**src/ltb_pkg.sv**
```systemverilog
`timescale 1ns / 1ps
// ----------------------------------------------------------------------------
// ltb_pkg
// Shared constants, types and helpers for the level threshold binning block.
// ----------------------------------------------------------------------------
package ltb_pkg;

    localparam int TABLE_DEPTH   = 32;
    localparam int IDX_W         = $clog2(TABLE_DEPTH);
    localparam int CNT_W         = $clog2(TABLE_DEPTH + 1);
    localparam int RESET_LEVELS  = (8 > TABLE_DEPTH) ? TABLE_DEPTH : 8;
    localparam int RESET_MAX_Q16 = 6553600;
    localparam int RESET_DELTA   = RESET_MAX_Q16 / (RESET_LEVELS - 1);
    localparam int FRAC_W        = 16;
    localparam int QRY_DIV_STEPS = FRAC_W;
    localparam int FILL_DIV_STEPS = 33;
    localparam int STEP_W        = 6;

    localparam logic [1:0] OP_WRITE  = 2'd0;
    localparam logic [1:0] OP_COMMIT = 2'd1;
    localparam logic [1:0] OP_FILL   = 2'd2;
    localparam logic [1:0] OP_QUERY  = 2'd3;

    typedef enum logic [2:0] {
        ST_IDLE,
        ST_DISPATCH,
        ST_SCAN,
        ST_EVAL,
        ST_DIV,
        ST_FILL,
        ST_OUT
    } state_t;

    typedef struct packed {
        logic load;
        logic dispatch;
        logic scan_step;
        logic scan_eval;
        logic div_step;
        logic div_finish;
        logic fill_step;
    } cmd_t;

    typedef struct packed {
        logic [1:0] op;
        logic       count_ok;
        logic       single;
        logic       scan_last;
        logic       need_div;
        logic       div_done;
        logic       fill_last;
    } sts_t;

    function automatic logic [31:0] reset_level(input int i);
        reset_level = (i < RESET_LEVELS) ? 32'(RESET_DELTA * i) : 32'd0;
    endfunction

endpackage

```
**src/ltb_ctrl.sv**
```systemverilog
`timescale 1ns / 1ps
// ----------------------------------------------------------------------------
// ltb_ctrl
// Sequencer: accepts one item, steps the datapath, presents the result.
// ----------------------------------------------------------------------------
module ltb_ctrl (
    input  logic          aclk,
    input  logic          aresetn,
    input  logic          s_valid,
    output logic          s_ready,
    output logic          m_valid,
    input  logic          m_ready,
    input  ltb_pkg::sts_t sts,
    output ltb_pkg::cmd_t cmd
);

    ltb_pkg::state_t state_reg, state_next;

    always_ff @(posedge aclk) begin
        if (!aresetn) begin
            state_reg <= ltb_pkg::ST_IDLE;
        end else begin
            state_reg <= state_next;
        end
    end

    always_comb begin
        state_next = state_reg;
        case (state_reg)
            ltb_pkg::ST_IDLE: begin
                if (s_valid) state_next = ltb_pkg::ST_DISPATCH;
            end
            ltb_pkg::ST_DISPATCH: begin
                if (sts.op == ltb_pkg::OP_QUERY) begin
                    state_next = ltb_pkg::ST_SCAN;
                end else if (sts.op == ltb_pkg::OP_FILL && sts.count_ok && !sts.single) begin
                    state_next = ltb_pkg::ST_DIV;
                end else begin
                    state_next = ltb_pkg::ST_OUT;
                end
            end
            ltb_pkg::ST_SCAN: begin
                if (sts.scan_last) state_next = ltb_pkg::ST_EVAL;
            end
            ltb_pkg::ST_EVAL: begin
                state_next = sts.need_div ? ltb_pkg::ST_DIV : ltb_pkg::ST_OUT;
            end
            ltb_pkg::ST_DIV: begin
                if (sts.div_done) begin
                    state_next = (sts.op == ltb_pkg::OP_FILL) ? ltb_pkg::ST_FILL
                                                               : ltb_pkg::ST_OUT;
                end
            end
            ltb_pkg::ST_FILL: begin
                if (sts.fill_last) state_next = ltb_pkg::ST_OUT;
            end
            ltb_pkg::ST_OUT: begin
                if (m_ready) state_next = ltb_pkg::ST_IDLE;
            end
            default: state_next = ltb_pkg::ST_IDLE;
        endcase
    end

    always_comb begin
        cmd     = '0;
        s_ready = 1'b0;
        m_valid = 1'b0;
        case (state_reg)
            ltb_pkg::ST_IDLE: begin
                s_ready  = 1'b1;
                cmd.load = s_valid;
            end
            ltb_pkg::ST_DISPATCH: cmd.dispatch  = 1'b1;
            ltb_pkg::ST_SCAN:     cmd.scan_step = 1'b1;
            ltb_pkg::ST_EVAL:     cmd.scan_eval = 1'b1;
            ltb_pkg::ST_DIV: begin
                cmd.div_finish = sts.div_done;
                cmd.div_step   = !sts.div_done;
            end
            ltb_pkg::ST_FILL:     cmd.fill_step = 1'b1;
            ltb_pkg::ST_OUT:      m_valid = 1'b1;
            default: ;
        endcase
    end

endmodule

```
**src/ltb_datapath.sv**
```systemverilog
`timescale 1ns / 1ps
// ----------------------------------------------------------------------------
// ltb_datapath
// Level table, linear scan, shared restoring divider, fill accumulator.
// ----------------------------------------------------------------------------
module ltb_datapath (
    input  logic                aclk,
    input  logic                aresetn,
    input  ltb_pkg::cmd_t       cmd,
    output ltb_pkg::sts_t       sts,
    input  logic [1:0]          s_op,
    input  logic [4:0]          s_entry_index,
    input  logic signed [31:0]  s_entry_value,
    input  logic [7:0]          s_level_count,
    input  logic signed [31:0]  s_range_min,
    input  logic signed [31:0]  s_range_max,
    input  logic signed [31:0]  s_query_value,
    output logic                m_status,
    output logic [5:0]          m_bin_index,
    output logic [21:0]         m_bin_position
);

    localparam int IW = ltb_pkg::IDX_W;
    localparam int CW = ltb_pkg::CNT_W;

    // captured item
    logic [1:0]         op_reg;
    logic [4:0]         eidx_reg;
    logic signed [31:0] eval_reg;
    logic [7:0]         count_reg;
    logic signed [31:0] rmin_reg;
    logic signed [31:0] rmax_reg;
    logic signed [31:0] qval_reg;

    logic signed [31:0] level_reg [ltb_pkg::TABLE_DEPTH];
    logic [CW-1:0]      active_reg;

    logic [IW-1:0]      idx_reg;
    logic               found_reg;
    logic [IW-1:0]      hit_idx_reg;
    logic signed [31:0] prev_reg;
    logic signed [31:0] lo_reg;
    logic signed [31:0] hi_reg;
    logic               gt_last_reg;

    logic [32:0]        rem_reg;
    logic [32:0]        quo_reg;
    logic [32:0]        den_reg;
    logic [ltb_pkg::STEP_W-1:0] dcnt_reg;
    logic               neg_reg;
    logic signed [32:0] delta_reg;
    logic signed [31:0] acc_reg;

    logic               status_reg;
    logic [5:0]         bidx_reg;
    logic [21:0]        bpos_reg;

    logic               count_ok;
    logic [CW-1:0]      count_n;
    logic [IW-1:0]      last_idx;
    logic [IW-1:0]      fill_last_idx;
    logic signed [31:0] rd;
    logic               hit;
    logic signed [32:0] mid_sum;
    logic [32:0]        mid_adj;
    logic signed [32:0] span;
    logic [32:0]        span_mag;
    logic [33:0]        div_shift;
    logic               div_ge;
    logic [33:0]        div_sub;
    logic signed [32:0] qnum;
    logic signed [32:0] qden;

    assign count_ok = (count_reg != 8'd0) && (count_reg <= 8'(ltb_pkg::TABLE_DEPTH));
    assign count_n  = CW'(count_reg);
    assign last_idx = IW'(active_reg - CW'(1));
    assign fill_last_idx = IW'(count_n - CW'(1));
    assign rd       = level_reg[idx_reg];
    assign hit      = qval_reg < rd;

    assign mid_sum  = {rmin_reg[31], rmin_reg} + {rmax_reg[31], rmax_reg};
    assign mid_adj  = mid_sum + {32'd0, mid_sum[32]};   // round toward zero
    assign span     = {rmax_reg[31], rmax_reg} - {rmin_reg[31], rmin_reg};
    assign span_mag = span[32] ? 33'(-span) : span;

    assign div_shift = {rem_reg, quo_reg[32]};
    assign div_ge    = div_shift >= {1'b0, den_reg};
    assign div_sub   = div_shift - {1'b0, den_reg};

    assign qnum = {qval_reg[31], qval_reg} - {lo_reg[31], lo_reg};
    assign qden = {hi_reg[31], hi_reg} - {lo_reg[31], lo_reg};

    always_comb begin
        sts.op        = op_reg;
        sts.count_ok  = count_ok;
        sts.single    = (count_reg == 8'd1);
        sts.scan_last = (idx_reg == last_idx);
        sts.need_div  = found_reg && (hit_idx_reg != '0) && !gt_last_reg;
        sts.div_done  = (dcnt_reg == '0);
        sts.fill_last = (idx_reg == fill_last_idx);
    end

    always_ff @(posedge aclk) begin
        if (cmd.load) begin
            op_reg    <= s_op;
            eidx_reg  <= s_entry_index;
            eval_reg  <= s_entry_value;
            count_reg <= s_level_count;
            rmin_reg  <= s_range_min;
            rmax_reg  <= s_range_max;
            qval_reg  <= s_query_value;
        end

        if (cmd.dispatch) begin
            status_reg <= (op_reg == ltb_pkg::OP_COMMIT || op_reg == ltb_pkg::OP_FILL) &&
                          !count_ok;
            bidx_reg   <= '0;
            bpos_reg   <= '0;
            idx_reg    <= '0;
            found_reg  <= 1'b0;
            if (op_reg == ltb_pkg::OP_FILL) begin
                rem_reg  <= '0;
                quo_reg  <= span_mag;
                den_reg  <= 33'(count_reg) - 33'd1;
                neg_reg  <= span[32];
                dcnt_reg <= ltb_pkg::STEP_W'(ltb_pkg::FILL_DIV_STEPS);
            end
        end

        if (cmd.scan_step) begin
            if (!found_reg && hit) begin
                found_reg   <= 1'b1;
                hit_idx_reg <= idx_reg;
                lo_reg      <= prev_reg;
                hi_reg      <= rd;
            end
            prev_reg    <= rd;
            gt_last_reg <= qval_reg > rd;   // only the last step's value is used
            idx_reg     <= idx_reg + IW'(1);
        end

        if (cmd.scan_eval) begin
            bidx_reg <= found_reg ? 6'(hit_idx_reg) : 6'(active_reg);
            if (found_reg && hit_idx_reg == '0) begin
                bpos_reg <= '0;
            end else if (gt_last_reg) begin
                bpos_reg <= {active_reg, 16'd0};
            end else if (!found_reg) begin
                bpos_reg <= {1'b0, last_idx, 16'd0};
            end
            rem_reg  <= qnum;
            quo_reg  <= '0;
            den_reg  <= qden;
            dcnt_reg <= ltb_pkg::STEP_W'(ltb_pkg::QRY_DIV_STEPS);
        end

        if (cmd.div_step) begin
            rem_reg  <= div_ge ? div_sub[32:0] : div_shift[32:0];
            quo_reg  <= {quo_reg[31:0], div_ge};
            dcnt_reg <= dcnt_reg - ltb_pkg::STEP_W'(1);
        end

        if (cmd.div_finish) begin
            if (op_reg == ltb_pkg::OP_FILL) begin
                delta_reg <= neg_reg ? 33'(-quo_reg) : quo_reg;
                acc_reg   <= rmin_reg;
                idx_reg   <= '0;
            end else begin
                bpos_reg <= {1'b0, hit_idx_reg, quo_reg[15:0]};
            end
        end

        if (cmd.fill_step) begin
            acc_reg <= acc_reg + delta_reg[31:0];
            idx_reg <= idx_reg + IW'(1);
        end
    end

    // level table and active count
    always_ff @(posedge aclk) begin
        if (!aresetn) begin
            for (int i = 0; i < ltb_pkg::TABLE_DEPTH; i++) begin
                level_reg[i] <= ltb_pkg::reset_level(i);
            end
            active_reg <= CW'(ltb_pkg::RESET_LEVELS);
        end else begin
            if (cmd.dispatch) begin
                if (op_reg == ltb_pkg::OP_WRITE &&
                    32'(eidx_reg) < 32'(ltb_pkg::TABLE_DEPTH)) begin
                    level_reg[IW'(eidx_reg)] <= eval_reg;
                end
                if ((op_reg == ltb_pkg::OP_COMMIT || op_reg == ltb_pkg::OP_FILL) && count_ok) begin
                    active_reg <= count_n;
                end
                if (op_reg == ltb_pkg::OP_FILL && count_ok && count_reg == 8'd1) begin
                    level_reg[0] <= mid_adj[32:1];
                end
            end
            if (cmd.fill_step) begin
                level_reg[idx_reg] <= acc_reg;
            end
        end
    end

    assign m_status       = status_reg;
    assign m_bin_index    = bidx_reg;
    assign m_bin_position = bpos_reg;

endmodule

```
**src/level_threshold_binning.sv**
```systemverilog
`timescale 1ns / 1ps
// ----------------------------------------------------------------------------
// level_threshold_binning
// Q16.16 threshold quantizer: table writes, count commit, uniform fill, query.
// ----------------------------------------------------------------------------
// Write and commit dispatch straight to the result; a query scans the N active
//   levels, then runs the 16-step divider when it interpolates; uniform fill runs
//   the divider, then one table write per cycle. One item in flight; next item is
//   taken the cycle after the result transfer. Throughput bound by scan and divider.
// Reset: synchronous active-low aresetn loads eight uniform levels from 0 to just
//   under 100, zeros the rest, sets the active count to 8 at a clock edge.
module level_threshold_binning (
    input  logic               aclk,
    input  logic               aresetn,
    input  logic               s_valid,
    output logic               s_ready,
    input  logic [1:0]         s_op,
    input  logic [4:0]         s_entry_index,
    input  logic signed [31:0] s_entry_value,
    input  logic [7:0]         s_level_count,
    input  logic signed [31:0] s_range_min,
    input  logic signed [31:0] s_range_max,
    input  logic signed [31:0] s_query_value,
    output logic               m_valid,
    input  logic               m_ready,
    output logic               m_status,
    output logic [5:0]         m_bin_index,
    output logic [21:0]        m_bin_position
);

    ltb_pkg::cmd_t cmd;
    ltb_pkg::sts_t sts;

    ltb_ctrl u_ctrl (
        .aclk    (aclk),
        .aresetn (aresetn),
        .s_valid (s_valid),
        .s_ready (s_ready),
        .m_valid (m_valid),
        .m_ready (m_ready),
        .sts     (sts),
        .cmd     (cmd)
    );

    ltb_datapath u_datapath (
        .aclk           (aclk),
        .aresetn        (aresetn),
        .cmd            (cmd),
        .sts            (sts),
        .s_op           (s_op),
        .s_entry_index  (s_entry_index),
        .s_entry_value  (s_entry_value),
        .s_level_count  (s_level_count),
        .s_range_min    (s_range_min),
        .s_range_max    (s_range_max),
        .s_query_value  (s_query_value),
        .m_status       (m_status),
        .m_bin_index    (m_bin_index),
        .m_bin_position (m_bin_position)
    );

endmodule

```
**config.mk**
```make
export PLATFORM = sky130hd
export DESIGN_NAME = level_threshold_binning
export DESIGN_NICKNAME = d
export VERILOG_FILES = /design/src/ltb_pkg.sv /design/src/ltb_ctrl.sv /design/src/ltb_datapath.sv /design/src/level_threshold_binning.sv
export SDC_FILE = /design/constraint.sdc
export NUM_CORES = 2
export LEC_CHECK = 0
export ABC_AREA = 1
export BUFFER_PORTS_ARGS = -buffer_cell sky130_fd_sc_hd__buf_4
export CAP_MARGIN = 10
export CORE_ASPECT_RATIO = 1.75
export CORE_MARGIN = 4
export CORE_UTILIZATION = 30
export CTS_CLUSTER_DIAMETER = 100
export DETAILED_ROUTE_END_ITERATION = 7
export PLACE_DENSITY_LB_ADDON = 0.15
export SLEW_MARGIN = 0
export SYNTH_ARGS = -nofsm -noshare
export SYNTH_HDL_FRONTEND = slang
export SYNTH_HIERARCHICAL = 1
export SYNTH_SLANG_ARGS = --single-unit
```
**constraint.sdc**
```tcl
create_clock -name aclk -period 11.59 [get_ports aclk]
set_input_delay 1.159 -clock aclk [delete_from_list [all_inputs] [get_ports aclk]]
set_output_delay 1.159 -clock aclk [all_outputs]
set_load 0.01 [all_outputs]
```
==> flow_summary.yaml <==
status:
  status: "finished, violations left"
  violations: "DRC"
worst_setup_path:
  cp_data_required_time_ns: 12.03
  slowest_stage: "nor4_1"
  path_class: "reg2reg"
  arrival_ns: 7.35
  rr_worst_depth: 16
  crit_path_end_kind: "flop"
  path_max_fanout: 196
  r2r_slack_ns: 4.68
  crit_path_cell_trace: "inv_8 > buf_12 > o21ai_0 > o22ai_1 > a22o_1 > nor4_1 > ha_1 > nand2_1 > inv_1 > a221oi_1 > o21ai_0 > a21boi_0 > o21ai_0 > xor2_1 > nor2_4 > buf_4"
  reg2reg_to: "u_datapath/hi_reg[30]"
  cp_common_cell: "o21ai_0"
  worstReg2RegStart: "u_datapath/idx_reg[0]"
  worstSetupStartpointType: "flop"
  slowest_delay_ns: 1.04
hold_path:
  holdCritStartpoint: "u_datapath/prev_reg[25]"
  whs_path_depth: 0
  hold_class: "reg2reg"
  worstHoldEndpoint: "u_datapath/lo_reg[25]"
global_route:
  grt_pass1_wl_um: 521000
  grt_overflow: 0
  antenna_found_initial: 11
  grt_max_degree: 197
  grt_pass1_vias: 72694
  track_usage_pct: 24.4
clock_tree:
  cts_resized: 0
  cts_buffers: 169
  clockBufferDepth: 4
  clk_latency_ns: 0.88
  clock-root-buffer: "clkbuf_16"
  htreeDepth: 4
  cts.sinks: 1483
  holdBufCountCts: 0
  clk_pin_slew_worst_paths_ns: 0.06
  cts_tree: "yes"
  cts_setup_buffers: 0
detailed_routing:
  routedWlPerCell_um: 27.8
  drc: 2
  via_per_inst: 5.49
  drtIter0Drc: 6480
  dr.pass1.iters: 8
  wirelength_um: 370000
  num_vias: 73293
  ant_nets: 0
pwr:
  leakage_nw: 35.2
  power_density_nw_per_um2: 222
  ir_worst_vdd_mv: 0.196
final_layout:
  seq_area_um2: 44200
  drive_gt1_share_pct: 9.56
  area_delta_synth_final_pct: 11.9
  fillers: 29072
  largest_reg_flops: 1024
  final_nets: 9832
  multi_input_area_um2: 35200
  final_core_util_pct: 33.7
synthesis:
  ys_ff_latch: 1483
  ys_seq_area_share_pct: 51.9
  synth_ff_type: "edfxtp_1"
  synth_area_leaders: "edfxtp_1 51%, o21ai_0 10%, nand3_1 6.3%, nand2_1 5.0%, nor2_1 4.2%"
  syn_inst: 9663
  synth.most_common_cell: "o21ai_0"
  synth_edf_count: 1446
  ys.warnings.count: 6
  syn_nets: 10053
  ys_types: 70
  synth_top_area_share_pct: 51.0
  async_reset_ff_share_pct: 0
  synth_common_cells: "1705 x o21ai_0, 1446 x edfxtp_1, 1133 x nand2_1, 1076 x nand3_1, 951 x nor2_1"
  postSynthAreaPerCell_um2: 8.81
  synth_top_area_cell: "edfxtp_1"
  synth_area_um2: 85100
floorplan:
  ios: 178
  initial_core_util_pct: 30.1
  fp.dieH_um: 713
  rows: 258
  die_w_um: 411
  core-area_um2: 282000
  dieArea_um2: 293000
place:
  dp_hpwl_um: 260000
  routabilityCongestion: 0.942
  port_buffers: 177
  place_ws_ns: 4.78
timing:
  period_share_pct: 59.6
  worstMarginPinSlew_ns: 1.38
  timing.final.ws_setup_ns: 4.68
  slew_headroom_pct: 7.37
  hold_violations: 0
  skew_ns: 0.0730
  fmax_mhz: 145
  setup_viol: 0
  fin_crit_ns: 6.91
  final-max-slew-violation-count: 0
  rsz0062_at_grt: "no"
  setup_tns_ns: 0
flow_run:
  maxCapViolations: 0
==> per-layer routing <==
| layer | up-vias | global-route usage, % | wire, µm |
|---|---|---|---|
| met4 | 6 | 16.0 | 29200 |
| met1 | 35660 | 25.0 | 125000 |
| met3 | 1021 | 2.87 | 19000 |
| met2 | 2866 | 46.3 | 197000 |
| li1 | 33740 | - | - |
| met5 | - | 0 | 40 |
==> worst max-delay path: cells and delay by family, from the launching register on <==
kind,cells,cell delay [ns]
compound gates,7,2.18
xor+xnor,1,0.26
fa+ha+maj,1,0.42
buf+inv,4,1.28
flops,1,0.63
simple gates,3,1.23
==> through the flow <==
step	cell area, µm²	power, mW	std cells	hold WS, ns
floorplan	85100	12.6	9663	0.400
global placement	90000	15.9	13034	0.401
detailed placement	90000	15.9	13038	0.405
CTS	95200	21.3	13334	0.413
global route	95200	22.3	13338	0.423
finish	95200	21.2	13340	0.410
==> final cells by class <==
type | count | share of cell area (%)
repair buffers | 398 | 3.27
multi-input cells | 6619 | 36.9
well taps | 3770 | 4.95
diodes | 3 | 0.00788
clock buffers | 211 | 4.64
flip-flops and latches | 1483 | 46.4
clock inverters | 85 | 0.780
inverters | 771 | 3.06
==> layout by cell type (no fill, tap or decap), drive strengths merged, types with 10 or more instances in the layout <==
| master | n |
|---|---|
| nand3b | 12 |
| or2 | 23 |
| nand2 | 1187 |
| nand4 | 52 |
| edfxtp | 1446 |
| bufinv | 10 |
| inv | 767 |
| a221oi | 12 |
| a21oi | 303 |
| o21bai | 20 |
| o22ai | 377 |
| clkbuf | 211 |
| nor4 | 47 |
| nor2 | 1002 |
| o21ai | 1766 |
| clkinv | 71 |
| xor2 | 79 |
| nor3 | 82 |
| nand3 | 1091 |
| a21o | 19 |
| dfxtp | 37 |
| xnor2 | 46 |
| o21a | 17 |
| a22o | 124 |
| ha | 237 |
| o211ai | 29 |
| a31oi | 35 |
| buf | 398 |
==> how the worst max path moves through the flow <==
stage	from	end	slack, ns	cells after the start
CTS	u_datapath/idx_reg[1]	u_datapath/hi_reg[31]	4.76	16
global route	u_datapath/idx_reg[0]	u_datapath/lo_reg[29]	4.51	16
detailed placement	u_datapath/idx_reg[1]	u_datapath/hit_idx_reg[1]	4.78	16
floorplan	s_valid	u_datapath/count_reg[0]	4.26	2
global placement	u_datapath/idx_reg[1]	u_datapath/hit_idx_reg[3]	4.54	15
finish	u_datapath/idx_reg[0]	u_datapath/hi_reg[30]	4.68	16
==> power by group <==
part | switching [mW] | internal (mW) | total [mW]
Sequential | 0.426 | 6.72 | 7.15
Combinational | 6.38 | 2.37 | 8.75
Clock | 2.35 | 2.93 | 5.28
Total | 9.16 | 12.0 | 21.2
==> cell families after synthesis <==
kind of cell | after synthesis | synth area share (%)
mux | 1 | 0.0118
xor+xnor | 125 | 1.29
buf+inv | 1561 | 7.12
simple gates | 3502 | 18.2
flops | 1483 | 51.9
compound gates | 2748 | 17.9
fa+ha+maj | 243 | 3.62
Power figures use the tool's default switching activity.
